--- src/alr_pkg.sv ---
// Shared types and constants for the antialiased line rasterizer.
// No dependencies; every other file in src imports this package.
package alr_pkg;

    localparam int COORD_W   = 12;
    localparam int COLOR_W   = 8;
    localparam int WEIGHT_W  = 6;
    localparam int FRAC_W    = 16;
    localparam int ACC_W     = COORD_W + FRAC_W;
    localparam int STEPS_W   = COORD_W + 1;
    localparam int DCNT_W    = $clog2(FRAC_W + 1);
    localparam int QUEUE_DEPTH = 2;

    localparam logic CMD_START   = 1'b0;
    localparam logic CMD_ADVANCE = 1'b1;

    localparam logic [2:0] MODE_IDLE  = 3'd0;
    localparam logic [2:0] MODE_RUN_H = 3'd1;
    localparam logic [2:0] MODE_RUN_V = 3'd2;
    localparam logic [2:0] MODE_RUN_D = 3'd3;
    localparam logic [2:0] MODE_AA_Y  = 3'd4;
    localparam logic [2:0] MODE_AA_X  = 3'd5;
    localparam logic [2:0] MODE_FINAL = 3'd6;

    typedef struct packed {
        logic               command;
        logic [COORD_W-1:0] start_x;
        logic [COORD_W-1:0] start_y;
        logic [COORD_W-1:0] end_x;
        logic [COORD_W-1:0] end_y;
        logic [COLOR_W-1:0] color_index;
    } t_in_item;

    typedef struct packed {
        logic [COORD_W-1:0]  pixel_x;
        logic [COORD_W-1:0]  pixel_y;
        logic [COLOR_W-1:0]  pixel_color;
        logic [WEIGHT_W-1:0] weight;
        logic                opaque;
        logic                last;
    } t_out_item;

    // Decoded command as it travels from front to back.
    typedef struct packed {
        logic               is_start;
        logic [2:0]         mode;
        logic               step_left;
        logic [COORD_W-1:0] sx;      // first dot column
        logic [COORD_W-1:0] sy;      // first dot row
        logic [COORD_W-1:0] cx;      // initial walking column
        logic [COORD_W-1:0] ex;
        logic [COORD_W-1:0] ey;
        logic [COORD_W-1:0] num;     // minor delta, divider numerator
        logic [COORD_W-1:0] den;     // major delta, divider denominator
        logic [STEPS_W-1:0] steps;
        logic [COLOR_W-1:0] color;
    } t_cmd;

endpackage

--- src/alr_front.sv ---
// Front end: accepts input items and classifies each start command.
// Depends on alr_pkg.
module alr_front (
    input  alr_pkg::t_in_item i_item,
    input  logic              i_valid,
    output logic              o_ready,
    output alr_pkg::t_cmd     o_cmd,
    output logic              o_cmd_valid,
    input  logic              i_cmd_ready
);
    import alr_pkg::*;

    logic               swap;
    logic [COORD_W-1:0] sx, sy, ex, ey, dx, dy;
    logic               left;
    logic [2:0]         mode;
    logic [STEPS_W-1:0] steps;

    assign o_ready     = i_cmd_ready;
    assign o_cmd_valid = i_valid;

    always_comb begin
        // order endpoints so that the first has the smaller row
        swap = i_item.start_y > i_item.end_y;
        sx   = swap ? i_item.end_x   : i_item.start_x;
        sy   = swap ? i_item.end_y   : i_item.start_y;
        ex   = swap ? i_item.start_x : i_item.end_x;
        ey   = swap ? i_item.start_y : i_item.end_y;
        left = ex < sx;
        dx   = left ? sx - ex : ex - sx;
        dy   = ey - sy;

        if (dy == '0) begin
            mode  = MODE_RUN_H;
            steps = {1'b0, dx} + STEPS_W'(1);
        end else if (dx == '0) begin
            mode  = MODE_RUN_V;
            steps = {1'b0, dy};
        end else if (dx == dy) begin
            mode  = MODE_RUN_D;
            steps = {1'b0, dy};
        end else if (dy > dx) begin
            mode  = MODE_AA_Y;
            steps = {1'b0, dy} - STEPS_W'(1);
        end else begin
            mode  = MODE_AA_X;
            steps = {1'b0, dx} - STEPS_W'(1);
        end

        o_cmd.is_start  = i_item.command == CMD_START;
        o_cmd.mode      = mode;
        o_cmd.step_left = left;
        o_cmd.sx        = sx;
        o_cmd.sy        = sy;
        o_cmd.cx        = (mode == MODE_RUN_H && left) ? ex : sx;
        o_cmd.ex        = ex;
        o_cmd.ey        = ey;
        o_cmd.num       = (mode == MODE_AA_Y) ? dx : dy;
        o_cmd.den       = (mode == MODE_AA_Y) ? dy : dx;
        o_cmd.steps     = steps;
        o_cmd.color     = i_item.color_index;
    end

endmodule

--- src/alr_queue.sv ---
// Short command queue between the front and the back end.
// Depends on alr_pkg.
module alr_queue #(
    parameter int DEPTH = alr_pkg::QUEUE_DEPTH
) (
    input  logic          i_clk,
    input  logic          i_rst_n,
    input  alr_pkg::t_cmd i_wr_data,
    input  logic          i_wr_valid,
    output logic          o_wr_ready,
    output alr_pkg::t_cmd o_rd_data,
    output logic          o_rd_valid,
    input  logic          i_rd_ready
);
    import alr_pkg::*;

    localparam int PTR_W = (DEPTH > 1) ? $clog2(DEPTH) : 1;
    localparam int CNT_W = $clog2(DEPTH + 1);

    t_cmd             r_mem [DEPTH];
    logic [PTR_W-1:0] r_wptr, r_rptr, n_wptr, n_rptr;
    logic [CNT_W-1:0] r_count, n_count;
    logic             wr_en, rd_en;

    assign o_wr_ready = r_count != CNT_W'(DEPTH);
    assign o_rd_valid = r_count != '0;
    assign o_rd_data  = r_mem[r_rptr];
    assign wr_en      = i_wr_valid && o_wr_ready;
    assign rd_en      = o_rd_valid && i_rd_ready;

    always_comb begin
        n_wptr  = r_wptr;
        n_rptr  = r_rptr;
        n_count = r_count;
        if (wr_en) begin
            n_wptr = (r_wptr == PTR_W'(DEPTH - 1)) ? '0 : r_wptr + PTR_W'(1);
        end
        if (rd_en) begin
            n_rptr = (r_rptr == PTR_W'(DEPTH - 1)) ? '0 : r_rptr + PTR_W'(1);
        end
        if (wr_en && !rd_en) begin
            n_count = r_count + CNT_W'(1);
        end else if (rd_en && !wr_en) begin
            n_count = r_count - CNT_W'(1);
        end
    end

    always_ff @(posedge i_clk) begin
        if (!i_rst_n) begin
            r_wptr  <= '0;
            r_rptr  <= '0;
            r_count <= '0;
        end else begin
            r_wptr  <= n_wptr;
            r_rptr  <= n_rptr;
            r_count <= n_count;
        end
    end

    always_ff @(posedge i_clk) begin
        if (wr_en) begin
            r_mem[r_wptr] <= i_wr_data;
        end
    end

endmodule

--- src/alr_back.sv ---
// Back end: line state, slope divider and pixel write generation.
// Depends on alr_pkg.
module alr_back (
    input  logic               i_clk,
    input  logic               i_rst_n,
    input  alr_pkg::t_cmd      i_cmd,
    input  logic               i_cmd_valid,
    output logic               o_cmd_ready,
    output alr_pkg::t_out_item o_item,
    output logic               o_valid,
    input  logic               i_ready
);
    import alr_pkg::*;

    localparam logic [1:0] ST_READY  = 2'd0;
    localparam logic [1:0] ST_DIV    = 2'd1;
    localparam logic [1:0] ST_SECOND = 2'd2;

    logic [1:0]         r_state, n_state;
    logic [2:0]         r_mode, n_mode;
    logic [COORD_W-1:0] r_cur_x, n_cur_x, r_cur_y, n_cur_y;
    logic [COORD_W-1:0] r_fin_x, n_fin_x, r_fin_y, n_fin_y;
    logic               r_left, n_left;
    logic [STEPS_W-1:0] r_steps, n_steps;
    logic [ACC_W-1:0]   r_acc, n_acc;
    logic [FRAC_W-1:0]  r_estep, n_estep;
    logic [COLOR_W-1:0] r_color, n_color;
    logic [DCNT_W-1:0]  r_div_cnt, n_div_cnt;
    logic [COORD_W-1:0] r_rem, n_rem, r_den, n_den;
    t_out_item          r_out, n_out, r_second, n_second;
    logic               r_out_valid, n_out_valid;

    logic                out_free, pop;
    logic [COORD_W:0]    shifted;
    logic                qbit;
    logic [ACC_W-1:0]    acc_next;
    logic [WEIGHT_W-1:0] w;
    logic [COORD_W-1:0]  ioff, a, nxt_x, nxt_y;
    logic                lst;

    assign out_free    = !r_out_valid || i_ready;
    assign pop         = (r_state == ST_READY) && i_cmd_valid && out_free;
    assign o_cmd_ready = pop;
    assign o_item      = r_out;
    assign o_valid     = r_out_valid;

    always_comb begin
        // one quotient bit per cycle
        shifted  = {r_rem, 1'b0};
        qbit     = shifted >= {1'b0, r_den};
        acc_next = r_acc + ACC_W'(r_estep);
        w        = acc_next[FRAC_W-1 -: WEIGHT_W];
        ioff     = acc_next[ACC_W-1 -: COORD_W];
        nxt_x    = r_left ? r_cur_x - COORD_W'(1) : r_cur_x + COORD_W'(1);
        nxt_y    = r_cur_y + COORD_W'(1);
        a        = '0;
        lst      = r_steps <= STEPS_W'(1);

        n_state     = r_state;
        n_mode      = r_mode;
        n_cur_x     = r_cur_x;
        n_cur_y     = r_cur_y;
        n_fin_x     = r_fin_x;
        n_fin_y     = r_fin_y;
        n_left      = r_left;
        n_steps     = r_steps;
        n_acc       = r_acc;
        n_estep     = r_estep;
        n_color     = r_color;
        n_div_cnt   = r_div_cnt;
        n_rem       = r_rem;
        n_den       = r_den;
        n_out       = r_out;
        n_second    = r_second;
        n_out_valid = r_out_valid && !i_ready;

        case (r_state)
            ST_READY: begin
                if (pop && i_cmd.is_start) begin
                    n_out       = '{pixel_x: i_cmd.sx, pixel_y: i_cmd.sy,
                                    pixel_color: i_cmd.color, weight: '0,
                                    opaque: 1'b0, last: 1'b0};
                    n_out_valid = 1'b1;
                    n_color     = i_cmd.color;
                    n_mode      = i_cmd.mode;
                    n_cur_x     = i_cmd.cx;
                    n_cur_y     = i_cmd.sy;
                    n_fin_x     = i_cmd.ex;
                    n_fin_y     = i_cmd.ey;
                    n_left      = i_cmd.step_left;
                    n_steps     = i_cmd.steps;
                    n_acc       = '0;
                    n_estep     = '0;
                    if (i_cmd.mode == MODE_AA_Y || i_cmd.mode == MODE_AA_X) begin
                        n_rem     = i_cmd.num;
                        n_den     = i_cmd.den;
                        n_div_cnt = DCNT_W'(FRAC_W);
                        n_state   = ST_DIV;
                    end
                end else if (pop) begin
                    case (r_mode)
                        MODE_RUN_H, MODE_RUN_V, MODE_RUN_D: begin
                            n_out       = '{pixel_x: r_cur_x, pixel_y: r_cur_y,
                                            pixel_color: r_color, weight: '0,
                                            opaque: 1'b1, last: lst};
                            n_out_valid = 1'b1;
                            if (r_mode == MODE_RUN_H) begin
                                n_cur_x = r_cur_x + COORD_W'(1);
                            end else begin
                                n_cur_y = nxt_y;
                                if (r_mode == MODE_RUN_D) begin
                                    n_cur_x = nxt_x;
                                end
                            end
                            n_steps = lst ? '0 : r_steps - STEPS_W'(1);
                            if (lst) begin
                                n_mode = MODE_IDLE;
                            end
                        end
                        MODE_AA_Y: begin
                            a        = r_left ? r_cur_x - ioff : r_cur_x + ioff;
                            n_acc    = acc_next;
                            n_cur_y  = nxt_y;
                            n_out    = '{pixel_x: a, pixel_y: nxt_y,
                                         pixel_color: r_color, weight: w,
                                         opaque: 1'b0, last: 1'b0};
                            n_second = '{pixel_x: r_left ? a - COORD_W'(1)
                                                          : a + COORD_W'(1),
                                         pixel_y: nxt_y, pixel_color: r_color,
                                         weight: ~w, opaque: 1'b0, last: 1'b0};
                            n_out_valid = 1'b1;
                            n_state     = ST_SECOND;
                            n_steps     = lst ? '0 : r_steps - STEPS_W'(1);
                            if (lst) begin
                                n_mode = MODE_FINAL;
                            end
                        end
                        MODE_AA_X: begin
                            a        = r_cur_y + ioff;
                            n_acc    = acc_next;
                            n_cur_x  = nxt_x;
                            n_out    = '{pixel_x: nxt_x, pixel_y: a,
                                         pixel_color: r_color, weight: w,
                                         opaque: 1'b0, last: 1'b0};
                            n_second = '{pixel_x: nxt_x, pixel_y: a + COORD_W'(1),
                                         pixel_color: r_color, weight: ~w,
                                         opaque: 1'b0, last: 1'b0};
                            n_out_valid = 1'b1;
                            n_state     = ST_SECOND;
                            n_steps     = lst ? '0 : r_steps - STEPS_W'(1);
                            if (lst) begin
                                n_mode = MODE_FINAL;
                            end
                        end
                        MODE_FINAL: begin
                            n_out       = '{pixel_x: r_fin_x, pixel_y: r_fin_y,
                                            pixel_color: r_color, weight: '0,
                                            opaque: 1'b0, last: 1'b1};
                            n_out_valid = 1'b1;
                            n_mode      = MODE_IDLE;
                        end
                        default: begin
                            // drop an advance with no line in progress
                        end
                    endcase
                end
            end
            ST_DIV: begin
                n_rem     = qbit ? COORD_W'(shifted - {1'b0, r_den})
                                 : COORD_W'(shifted);
                n_estep   = {r_estep[FRAC_W-2:0], qbit};
                n_div_cnt = r_div_cnt - DCNT_W'(1);
                if (r_div_cnt == DCNT_W'(1)) begin
                    n_state = ST_READY;
                end
            end
            ST_SECOND: begin
                if (out_free) begin
                    n_out       = r_second;
                    n_out_valid = 1'b1;
                    n_state     = ST_READY;
                end
            end
            default: begin
                n_state = ST_READY;
            end
        endcase
    end

    always_ff @(posedge i_clk) begin
        if (!i_rst_n) begin
            r_state     <= ST_READY;
            r_mode      <= MODE_IDLE;
            r_out_valid <= 1'b0;
            r_div_cnt   <= '0;
        end else begin
            r_state     <= n_state;
            r_mode      <= n_mode;
            r_out_valid <= n_out_valid;
            r_div_cnt   <= n_div_cnt;
        end
    end

    always_ff @(posedge i_clk) begin
        r_cur_x  <= n_cur_x;
        r_cur_y  <= n_cur_y;
        r_fin_x  <= n_fin_x;
        r_fin_y  <= n_fin_y;
        r_left   <= n_left;
        r_steps  <= n_steps;
        r_acc    <= n_acc;
        r_estep  <= n_estep;
        r_color  <= n_color;
        r_rem    <= n_rem;
        r_den    <= n_den;
        r_out    <= n_out;
        r_second <= n_second;
    end

endmodule

--- src/antialiased_line_raster_core.sv ---
// Antialiased line rasterizer, top level: front end, command queue, back end.
// A start command sorts the endpoints by row and registers the first dot; for
// lines that are neither horizontal, vertical nor diagonal the back end then
// runs its one-bit-per-cycle slope divider to completion before it takes the
// next command. An advance on a line in progress gives its single write in the
// cycle after the back end takes it, or its pair of blended writes in turn
// through the one output register, the second held until the output is free.
// Commands wait in a P_QDEPTH-entry queue during division or an output stall.
// Depends on alr_pkg, alr_front, alr_queue and alr_back.
module antialiased_line_raster_core #(
    parameter int P_QDEPTH = alr_pkg::QUEUE_DEPTH
) (
    input  logic               i_clk,
    input  logic               i_rst_n,
    input  alr_pkg::t_in_item  i_item,
    input  logic               i_valid,
    output logic               o_ready,
    output alr_pkg::t_out_item o_item,
    output logic               o_valid,
    input  logic               i_ready
);
    import alr_pkg::*;

    t_cmd front_cmd, queue_cmd;
    logic front_valid, front_ready, queue_valid, queue_ready;

    alr_front u_front (
        .i_item      (i_item),
        .i_valid     (i_valid),
        .o_ready     (o_ready),
        .o_cmd       (front_cmd),
        .o_cmd_valid (front_valid),
        .i_cmd_ready (front_ready)
    );

    alr_queue #(
        .DEPTH (P_QDEPTH)
    ) u_queue (
        .i_clk      (i_clk),
        .i_rst_n    (i_rst_n),
        .i_wr_data  (front_cmd),
        .i_wr_valid (front_valid),
        .o_wr_ready (front_ready),
        .o_rd_data  (queue_cmd),
        .o_rd_valid (queue_valid),
        .i_rd_ready (queue_ready)
    );

    alr_back u_back (
        .i_clk       (i_clk),
        .i_rst_n     (i_rst_n),
        .i_cmd       (queue_cmd),
        .i_cmd_valid (queue_valid),
        .o_cmd_ready (queue_ready),
        .o_item      (o_item),
        .o_valid     (o_valid),
        .i_ready     (i_ready)
    );

endmodule

--- config.mk ---
export PLATFORM = sky130hd
export DESIGN_NAME = antialiased_line_raster_core
export DESIGN_NICKNAME = d
export VERILOG_FILES = /design/src/alr_pkg.sv /design/src/alr_front.sv /design/src/alr_queue.sv /design/src/alr_back.sv /design/src/antialiased_line_raster_core.sv
export SDC_FILE = /design/constraint.sdc
export NUM_CORES = 1
export LEC_CHECK = 0
export BUFFER_PORTS_ARGS = -buffer_cell sky130_fd_sc_hd__buf_2
export CORE_AREA = 2 2 214 216
export DETAILED_ROUTE_END_ITERATION = 12
export DIE_AREA = 0 0 216 218
export PLACE_DENSITY_LB_ADDON = 0.05
export SETUP_SLACK_MARGIN = 0.1
export SLEW_MARGIN = 20
export SYNTH_ARGS = -nofsm -noshare
export SYNTH_HDL_FRONTEND = slang
export SYNTH_HIERARCHICAL = 1
export SYNTH_SLANG_ARGS = --single-unit
--- constraint.sdc ---
create_clock -name i_clk -period 8.79 [get_ports i_clk]
set_input_delay 0 -clock i_clk [delete_from_list [all_inputs] [get_ports i_clk]]
set_output_delay 0 -clock i_clk [all_outputs]
set_load 0.02 [all_outputs]
==> results.py, run 1 <==
metrics = {
    "placed_design": {
        "portBuffers": 102,
        "place.gp.congestion": 1.00,
        "dpl.hpwl_mm": 54.9,
        "place_area_sq_mm": 0.0289,
    },
    "synthesis": {
        "ys.flop_type": "edfxtp_1",
        "synth_cell_types": 116,
        "syn_inst": 2698,
        "async_reset_ff_share_pct": 0,
        "synth-edff-count": 436,
        "synth_warnings": 6,
        "yosysTopAreaCellShare_pct": 46.7,
        "synth_area_leaders": "edfxtp_1 (47%), mux2_2 (4.9%), ha_1 (4.5%), nand2_1 (3.7%), nor2_1 (3.1%)",
        "synth_nets": 2864,
        "yosysSeqAreaShare_pct": 47.8,
        "yosys.area.top_type": "edfxtp_1",
        "synth_area_sq_mm": 0.0280,
        "ys_ff_latch": 452,
        "synth_area_per_cell_sq_um": 10.4,
    },
    "sta": {
        "drv_slew": 0,
        "finalSetupViolCount": 0,
        "skew_ns": 0.0184,
        "relSlewSlack_pct": 34.9,
        "hold_viol": 0,
        "fin_crit_sh_pct": 87.4,
        "fin_setup_tns_ns": 0,
        "max_freq_mhz": 130,
        "finalWorstPathRequiredPeriod_ns": 7.68,
        "max_slew.worst_pin.slew_ns": 0.977,
        "rsz0062_at_grt": "false",
    },
    "clock_tree": {
        "cts_hold_buffers": 50,
        "cts_root_buffer": "clkbuf_16",
        "cts.sinks": 452,
        "post_cts_buffers": 0,
        "cts_resized": 0,
        "clk_pin_slew_ns": 0.06,
        "clock_path_buffers": 3,
        "cts_tree": "done",
        "htreeDepth": 2,
        "cts_inserted_buffers": 47,
        "clkLatencyLatePin_ns": 0.58,
    },
    "layout": {
        "fin_nets": 2961,
        "drive_above_1_share_pct": 14.3,
        "finish.instance_area_sq_mm": 0.0308,
        "area_growth_pct": 9.93,
        "fillers": 3325,
        "antenna_cells": 0,
        "finish.utilization_pct": 68.7,
    },
    "hold_path": {
        "hold_class": "in -> reg",
        "min_to": "u_queue/r_mem[1][95]$_DFFE_PP_",
        "holdPathStages": 3,
        "min_from": "i_item[22]",
    },
    "floorplanning": {
        "row_count": 78,
        "initial_utilization_pct": 62.5,
        "die-area_sq_mm": 0.0471,
        "die-height_um": 218,
        "ios": 103,
        "die_width_um": 216,
        "core_area_sq_mm": 0.0449,
    },
    "routing": {
        "routedWlPerCell_um": 22.6,
        "ant_nets": 0,
        "viasPerCell": 6.50,
        "vias": 22300,
        "first_iter_violations": 2573,
        "drc": 0,
        "firstDrtPassIters": 6,
        "drt_wl_total_mm": 77.6,
    },
    "grt": {
        "overflow": 0,
        "grt_pass1_wl_mm": 120,
        "grt_usage_pct": 32.6,
        "grt_pass1_vias": 21200,
        "grt_max_degree": 75,
        "antenna_found_initial": 2,
    },
    "power_and_ir_drop": {
        "power_density_mw_per_mm2": 438,
        "peakVddDrop_uv": 351,
        "total_leakage_power_uw": 0.0114,
    },
    "critical_path": {
        "cp_max_fo": 35,
        "start_kind": "primary input",
        "r2r_slack_ns": 1.50,
        "cp.arrival_ns": 8.07,
        "worstSetupPathType": "in -> reg",
        "slowest_delay_ns": 0.62,
        "cp_slowest_cell": "nor2_4",
        "cp_top_family": "compound AO/OA/AOI/OAI gates",
        "crit_required_ns": 9.18,
        "r2r-start": "u_back/r_estep[11]$_SDFFCE_PN0P_",
        "critPathCaptureType": "flip-flop",
        "ff2ff_path_depth": 28,
        "rr_endpoint": "u_back/r_second[39]$_DFFE_PP_",
        "worst-path-stages": 31,
        "critPathBufInv": 4,
    },
    "outcome": {
        "outcome": "finished, final reports clean",
    },
    "job": {
        "maxCapViolations": 0,
    },
}
-- synth_stat cells (57+ instances only) --
| cell type | instances |
|---|---|
| o21ai_0 | 147 |
| nor2_1 | 235 |
| xnor2_1 | 92 |
| xor2_1 | 57 |
| a21oi_1 | 148 |
| clkbuf_1 | 89 |
| ha_1 | 101 |
| mux2_2 | 121 |
| edfxtp_1 | 436 |
| inv_1 | 100 |
| nand2_1 | 274 |
| nand3_1 | 71 |
-- layer usage --
metal,GRT usage (%),up-vias,share of wire (%)
met5,0,-,0
met4,11.5,0,3.4
met3,4.37,170,7.7
met2,53.0,1077,47
met1,45.2,10800,42
li1,-,10300,-
-- cell families (layout without fill, tap and decap cells) --
family                     count (synthesis)  in the layout  share of synthesized area, %
AOI/OAI and AO/OA                        655            655                          15.5
muxes                                    184            184                          7.17
and+or+nand+nor                          900            900                          15.7
adders and majority gates                106            106                          4.83
xor gates and xnor gates                 152            152                          4.85
buffers and inverters                    249            379                          4.13
DFF                                      452            452                          47.8
-- where the power goes --
part	total [uW]	switching, uW	internal (uW)
logic	7680	4760	2920
registers	3950	397	3550
clock network	1860	816	1040
-- registers in the layout (all words and copies together) (netlist names), 13 cells and up, named ones only --
signal,cells
u_back/r_estep,16
u_back/r_steps,13
u_back/r_second,38
u_back/o_item,40
u_back/r_acc,28
u_queue/r_mem,220
-- worst max path at each step --
stage                     slack [ns]                             end  startpoint
after floorplan                 1.95  u_queue/r_mem[0][18]$_DFFE_PP_  i_item[13]
after global placement          1.33  u_queue/r_mem[0][15]$_DFFE_PP_  i_item[15]
after detailed placement        1.25  u_queue/r_mem[1][15]$_DFFE_PP_  i_item[15]
after CTS                       1.33  u_queue/r_mem[0][15]$_DFFE_PP_  i_item[34]
after global routing            0.44  u_queue/r_mem[1][15]$_DFFE_PP_  i_item[34]
final                           1.11  u_queue/r_mem[1][15]$_DFFE_PP_  i_item[42]
-- worst reg2reg max path: cells and delay by family (launching register included) --
kind / cells / cell delay [ns]
AOI/OAI and AO/OA: 13 / 3.10
adders and majority gates: 4 / 1.44
and+or+nand+nor: 6 / 1.16
DFF: 1 / 0.44
muxes: 1 / 0.32
xor gates and xnor gates: 2 / 0.31
buffers and inverters: 2 / 0.27
-- cell usage in the layout (no fill, tap or decap), drive strengths merged, types with 12 or more instances in the layout --
master / instances
a211o: 16
a211oi: 25
a21o: 27
a21oi: 151
a221oi: 14
a31oi: 54
and2: 40
and3: 19
buf: 143
clkbuf: 60
clkinv: 16
dfxtp: 16
dlygate4sd3: 50
edfxtp: 436
ha: 101
inv: 107
mux2: 133
mux2i: 51
nand2: 277
nand2b: 30
nand3: 73
nand4: 37
nor2: 237
nor2b: 38
nor3: 57
nor4: 18
o211ai: 18
o21a: 15
o21ai: 160
o22ai: 20
o31ai: 28
or2: 12
or3: 20
or4: 14
xnor2: 94
xor2: 57
-- layout make-up --
type | instances | area [sq um] | share of cell area (%)
clock buffer | 60 | 1260 | 4.07
sequential | 452 | 13400 | 43.5
timing repair buffer | 193 | 1320 | 4.28
multi-input combinational | 1997 | 13500 | 43.9
tap | 600 | 751 | 2.43
inverter | 104 | 398 | 1.29
clock inverter | 22 | 169 | 0.548
-- per-stage QoR --
step	power, uW	cells	setup WS, ns	hold slack (ns)
after CTS	13400	3428	1.33	0.00151
after detailed placement	11400	3296	1.25	0.194
after global placement	11200	3296	1.33	0.189
final	13500	3428	1.11	0.0225
after floorplan	9520	2698	1.95	0.122
after global routing	14300	3428	0.443	0.0418
Note: power is estimated with default switching activity, not from simulation.
==> inputs of run 2 (changes only) <==
--- a/config.mk
+++ b/config.mk
@@ -6,10 +6,10 @@
 export NUM_CORES = 1
 export LEC_CHECK = 0
 export BUFFER_PORTS_ARGS = -buffer_cell sky130_fd_sc_hd__buf_2
-export CORE_AREA = 2 2 214 216
+export CORE_AREA = 2 2 326 328
 export DETAILED_ROUTE_END_ITERATION = 12
-export DIE_AREA = 0 0 216 218
-export PLACE_DENSITY_LB_ADDON = 0.05
+export DIE_AREA = 0 0 328 330
+export PLACE_DENSITY = 0.49
 export SETUP_SLACK_MARGIN = 0.1
 export SLEW_MARGIN = 20
 export SYNTH_ARGS = -nofsm -noshare
==> results.py, run 2 (synthesized netlist as in run 1, its figures left out) <==
metrics = {
    "outcome": {
        "outcome": "finished, final reports clean",
    },
    "clock_tree": {
        "clk_pin_slew_ns": 0.06,
        "cts.sinks": 452,
        "clkLatencyLatePin_ns": 0.61,
        "cts_inserted_buffers": 52,
        "cts_root_buffer": "clkbuf_16",
        "htreeDepth": 2,
        "clock_path_buffers": 3,
        "cts_tree": "done",
    },
    "floorplanning": {
        "ios": 103,
        "initial_utilization_pct": 26.8,
        "row_count": 119,
        "die-area_sq_mm": 0.108,
        "die_width_um": 328,
        "core_area_sq_mm": 0.105,
        "die-height_um": 330,
    },
    "critical_path": {
        "ff2ff_path_depth": 30,
        "cp_slowest_cell": "or4_1",
        "cp_max_fo": 21,
        "cp_top_family": "compound AO/OA/AOI/OAI gates",
        "r2r_slack_ns": 1.70,
        "cp.arrival_ns": 8.13,
        "crit_required_ns": 9.22,
        "cpMostUsedCell": "ha_1",
        "critPathCaptureType": "flip-flop",
        "r2r-start": "u_back/r_estep[0]$_SDFFCE_PN0P_",
        "start_kind": "primary input",
        "slowest_delay_ns": 0.94,
        "worstSetupPathType": "in -> reg",
        "rr_endpoint": "u_back/r_second[39]$_DFFE_PP_",
        "critPathBufInv": 3,
    },
    "sta": {
        "rsz0062_at_grt": "false",
        "drv_slew": 0,
        "max_freq_mhz": 130,
        "skew_ns": 0.0256,
        "fin_setup_tns_ns": 0,
        "max_slew.worst_pin.slew_ns": 1.14,
        "relSlewSlack_pct": 22.9,
        "whs_ns": 0.0410,
        "finalSetupViolCount": 0,
        "finalWorstPathRequiredPeriod_ns": 7.70,
        "fin_crit_sh_pct": 87.5,
        "hold_viol": 0,
    },
    "hold_path": {
        "min_from": "i_item[28]",
        "holdPathStages": 3,
        "hold_class": "in -> reg",
        "min_to": "u_queue/r_mem[0][101]$_DFFE_PP_",
    },
    "grt": {
        "grt_usage_pct": 15.3,
        "overflow": 0,
        "grt_pass1_wl_mm": 128,
        "grt_max_degree": 90,
        "grt_pass1_vias": 20400,
        "antenna_found_initial": 4,
    },
    "routing": {
        "drc": 0,
        "drt_wl_total_mm": 84.5,
        "met2_wirelength_mm": 37.6,
        "ant_nets": 0,
        "m1WireLength_mm": 40.9,
        "vias": 21200,
        "routedWlPerCell_um": 19.9,
        "first_iter_violations": 1686,
        "firstDrtPassIters": 5,
        "dr_wl_met3_mm": 4.14,
        "viasPerCell": 4.99,
        "top_layer": "met4",
    },
    "layout": {
        "final_common_cell": "edfxtp_1",
        "area_growth_pct": 15.0,
        "mostFrequentLayoutCells": "edfxtp_1 (436), nand2_1 (273), nor2_1 (232)",
        "top_register": "u_queue/r_mem",
        "fin_nets": 2974,
        "largest_reg_flops": 220,
        "drive_above_1_share_pct": 15.0,
    },
    "power_and_ir_drop": {
        "power_density_mw_per_mm2": 431,
        "total_leakage_power_uw": 0.0116,
        "peakVddDrop_uv": 300,
    },
    "placed_design": {
        "dpl.hpwl_mm": 61.8,
        "place.gp.congestion": 0.888,
        "portBuffers": 102,
    },
    "job": {
        "maxCapViolations": 0,
    },
}
-- run 2: changes by cell type in the layout (fill, tap and decap cells not counted), moves of 2 or more --
| cell | change |
|---|---|
| bufinv_16 | +7 |
| clkinv_1 | +2 |
| dlygate4sd3_1 | +3 |
| clkinv_2 | +6 |
| clkbuf_1 | -7 |
| diode_2 | +4 |
| buf_4 | +5 |
| clkbuf_8 | +2 |
| inv_6 | -2 |
| clkbuf_16 | +4 |
-- run 2: metrics by stage --
| stage | worst slack (ns) | power (uW) | instances | cell area [sq um] | utilization [%] |
|---|---|---|---|---|---|
| after detailed placement | 1.03 | 11600 | 4092 | 29900 | 28.6 |
| after CTS | 1.22 | 14000 | 4238 | 32200 | 30.8 |
| after global routing | 0.487 | 15000 | 4238 | 32200 | 30.8 |
| final | 1.09 | 13900 | 4242 | 32300 | 30.8 |
| after floorplan | 1.95 | 9520 | 2698 | 28000 | - |
| after global placement | 1.11 | 11600 | 4092 | 29900 | 28.6 |
-- run 2: worst reg2reg max path: cells and delay by family, from the launching register on --
kind,cells,cell delay (ns)
fa+ha+maj,5,1.44
simple gates,5,0.85
compound gates,14,3.15
flops,1,0.38
xor+xnor,2,0.32
buf+inv,3,0.32
mux,1,0.33
-- run 2: routing by layer --
metal / up-vias / GRT usage (%)
met5: - / 0
met4: 0 / 3.93
met3: 108 / 1.90
met2: 510 / 24.1
met1: 10300 / 22.1
li1: 10300 / -
-- run 2: worst max path at each step --
| stage | cells after the start | endpoint | slack [ns] | start |
|---|---|---|---|---|
| 6_report | 27 | u_queue/r_mem[1][15]$_DFFE_PP_ | 1.09 | i_item[39] |
| 3_5_place_dp | 27 | u_queue/r_mem[0][15]$_DFFE_PP_ | 1.03 | i_item[18] |
| 4_1_cts | 27 | u_queue/r_mem[0][15]$_DFFE_PP_ | 1.22 | i_item[39] |
| 3_3_place_gp | 26 | u_queue/r_mem[0][15]$_DFFE_PP_ | 1.11 | i_item[18] |
| 5_1_grt | 29 | u_queue/r_mem[0][18]$_DFFE_PP_ | 0.49 | i_item[39] |
| 2_1_floorplan | 35 | u_queue/r_mem[0][18]$_DFFE_PP_ | 1.95 | i_item[13] |
-- run 2: final cells by class --
class	instances	area, sq um
clock buffers	59	1360
flip-flops and latches	452	13400
fillers	10800	72400
inverters	104	398
diodes	4	10.0
multi-input cells	1997	13500
well taps	1391	1740
clock inverters	34	414
repair buffers	201	1390
-- run 2: report_power, final --
group	internal, uW	leakage [uW]	switching [uW]
Sequential	3550	0.00419	410
Combinational	2930	0.00653	4760
Clock	1340	0.000873	910
-- run 2: what timing repair did --
item / in CTS / in global routing
resized for setup: 0 / 0
setup buffers: 0 / 0
hold buffers: 53 / 0
hold endpoints to repair: 107 / 0
==> inputs of run 3 (changes only) <==
--- a/config.mk
+++ b/config.mk
@@ -6,10 +6,11 @@
 export NUM_CORES = 1
 export LEC_CHECK = 0
 export BUFFER_PORTS_ARGS = -buffer_cell sky130_fd_sc_hd__buf_2
-export CORE_AREA = 2 2 326 328
+export CORE_AREA = 2 2 287 289
+export CTS_CLUSTER_SIZE = 12
 export DETAILED_ROUTE_END_ITERATION = 12
-export DIE_AREA = 0 0 328 330
-export PLACE_DENSITY = 0.49
+export DIE_AREA = 0 0 289 291
+export PLACE_DENSITY = 0.58
 export SETUP_SLACK_MARGIN = 0.1
 export SLEW_MARGIN = 20
 export SYNTH_ARGS = -nofsm -noshare
==> results.py, run 3 (synthesized netlist as in run 1, its figures left out) <==
metrics = {
    "sta": {
        "skew_ns": 0.0178,
        "drv_slew": 0,
        "relSlewSlack_pct": 23.0,
        "fin_crit_sh_pct": 88.4,
        "finalWorstPathRequiredPeriod_ns": 7.77,
        "rsz0062_at_grt": "false",
        "max_freq_mhz": 129,
        "fin_setup_tns_ns": 0,
        "setup_slack_ns": 1.02,
        "hold_viol": 2,
        "max_slew.worst_pin.slew_ns": 1.14,
        "whs_ns": -0.0324,
        "finalSetupViolCount": 0,
    },
    "clock_tree": {
        "cts_resized": 0,
        "post_cts_buffers": 0,
        "cts_tree": "done",
        "cts_root_buffer": "clkbuf_16",
        "clock_path_buffers": 3,
        "clk_pin_slew_ns": 0.06,
        "cts_inserted_buffers": 51,
        "htreeDepth": 2,
        "cts.sinks": 452,
        "clkLatencyLatePin_ns": 0.60,
    },
    "power_and_ir_drop": {
        "power_density_mw_per_mm2": 430,
        "peakVddDrop_uv": 266,
        "total_leakage_power_uw": 0.0115,
    },
    "critical_path": {
        "critPathCaptureType": "flip-flop",
        "cpMostUsedCell": "ha_1",
        "r2r-start": "u_back/r_estep[10]$_SDFFCE_PN0P_",
        "cp.arrival_ns": 8.18,
        "start_kind": "primary input",
        "critPathLaunch": "i_item[39]",
        "cp_slowest_cell": "dlygate4sd3_1",
        "slowest_delay_ns": 0.53,
        "cp_max_fo": 25,
        "worstSetupPathType": "in -> reg",
        "crit_required_ns": 9.19,
    },
    "floorplanning": {
        "die-height_um": 291,
        "die-area_sq_mm": 0.0841,
        "row_count": 105,
        "die_width_um": 289,
        "core_area_sq_mm": 0.0812,
        "initial_utilization_pct": 34.5,
        "ios": 103,
    },
    "layout": {
        "top_register": "u_queue/r_mem",
        "area_growth_pct": 12.8,
        "drive_above_1_share_pct": 14.6,
        "final_cells": 3908,
        "largest_reg_flops": 220,
        "fin_nets": 2965,
        "mostFrequentLayoutCells": "edfxtp_1 (436), nand2_1 (273), nor2_1 (232)",
        "final_common_cell": "edfxtp_1",
    },
    "grt": {
        "grt_pass1_wl_mm": 123,
        "grt_max_degree": 64,
        "antenna_found_initial": 3,
        "grt_usage_pct": 18.9,
        "overflow": 0,
        "grt_pass1_vias": 20500,
    },
    "hold_path": {
        "min_from": "i_item[26]",
        "hold_class": "in -> reg",
    },
    "routing": {
        "firstDrtPassIters": 5,
        "first_iter_violations": 1761,
        "ant_nets": 0,
        "routedWlPerCell_um": 20.7,
        "vias": 21400,
        "drc": 0,
        "viasPerCell": 5.47,
        "drt_wl_total_mm": 81.0,
    },
    "placed_design": {
        "place.gp.congestion": 0.945,
        "portBuffers": 102,
        "dp.cells": 3766,
        "dpl.hpwl_mm": 59.0,
        "post-place-ws_ns": 1.04,
    },
    "outcome": {
        "outcome": "finished, violations left",
        "violations": "negative hold slack",
    },
    "job": {
        "maxCapViolations": 0,
    },
}
==> run 3: cell count changes in the layout (fill, tap and decap cells not counted), sizes merged <==
cell         before  now
buf             148  143
bufinv            8    5
clkbuf           59   65
clkinv           24   14
clkinvlp          1    5
diode             4    2
dlygate4sd3      53   50
==> run 3: final timing paths <==
check                                    to  slack, ns  cells after the start
min reg2reg    u_back/r_second[9]$_DFFE_PP_       0.45                      0
max          u_queue/r_mem[0][15]$_DFFE_PP_       1.02                     30
max reg2reg   u_back/r_second[39]$_DFFE_PP_       1.81                     28
min          u_queue/r_mem[1][99]$_DFFE_PP_      -0.03                      3
==> run 3: per-layer routing <==
layer / wire length [um] / track usage, % / up-vias
met4: 2040 / 5.32 / 2
met3: 3990 / 2.30 / 114
met2: 38000 / 30.9 / 608
met5: 13 / 0 / -
met1: 37000 / 26.2 / 10400
li1: - / - / 10300
==> run 3: per-stage QoR <==
stage	area, sq um	total power, uW	utilization (%)
floorplan	28000	9520	-
detailed placement	29500	11400	36.3
global placement	29500	11400	36.3
CTS	31600	13600	39.0
finish	31600	13600	39.0
global route	31600	14600	39.0
==> run 3: where the power goes <==
group	switching [uW]	internal (uW)	leakage, uW
registers	422	3550	0.00419
clock network	868	1220	0.000779
logic	4640	2910	0.00649
total	5930	7690	0.0115
==> run 3: worst max-delay path: cells and delay by family <==
family                     cells  cell delay (ns)
and+or+nand+nor                9             2.50
buffers and inverters          4             1.13
AOI/OAI and AO/OA             12             3.07
xor gates and xnor gates       1             0.14
adders and majority gates      3             0.90
muxes                          1             0.43
==> run 3: layout make-up <==
type	count	area, sq um
clock buffers	65	1340
repair buffers	193	1320
diodes	2	5.00
inverters	104	398
multi-input cells	1997	13500
clock inverters	25	292
fillers	8006	49600
flip-flops and latches	452	13400
well taps	1070	1340
==> run 3: timing repair <==
item,4_1_cts,5_1_grt
endpoints found under the hold margin,94,0
hold buffers,50,0
endpoints found under the setup margin,0,0
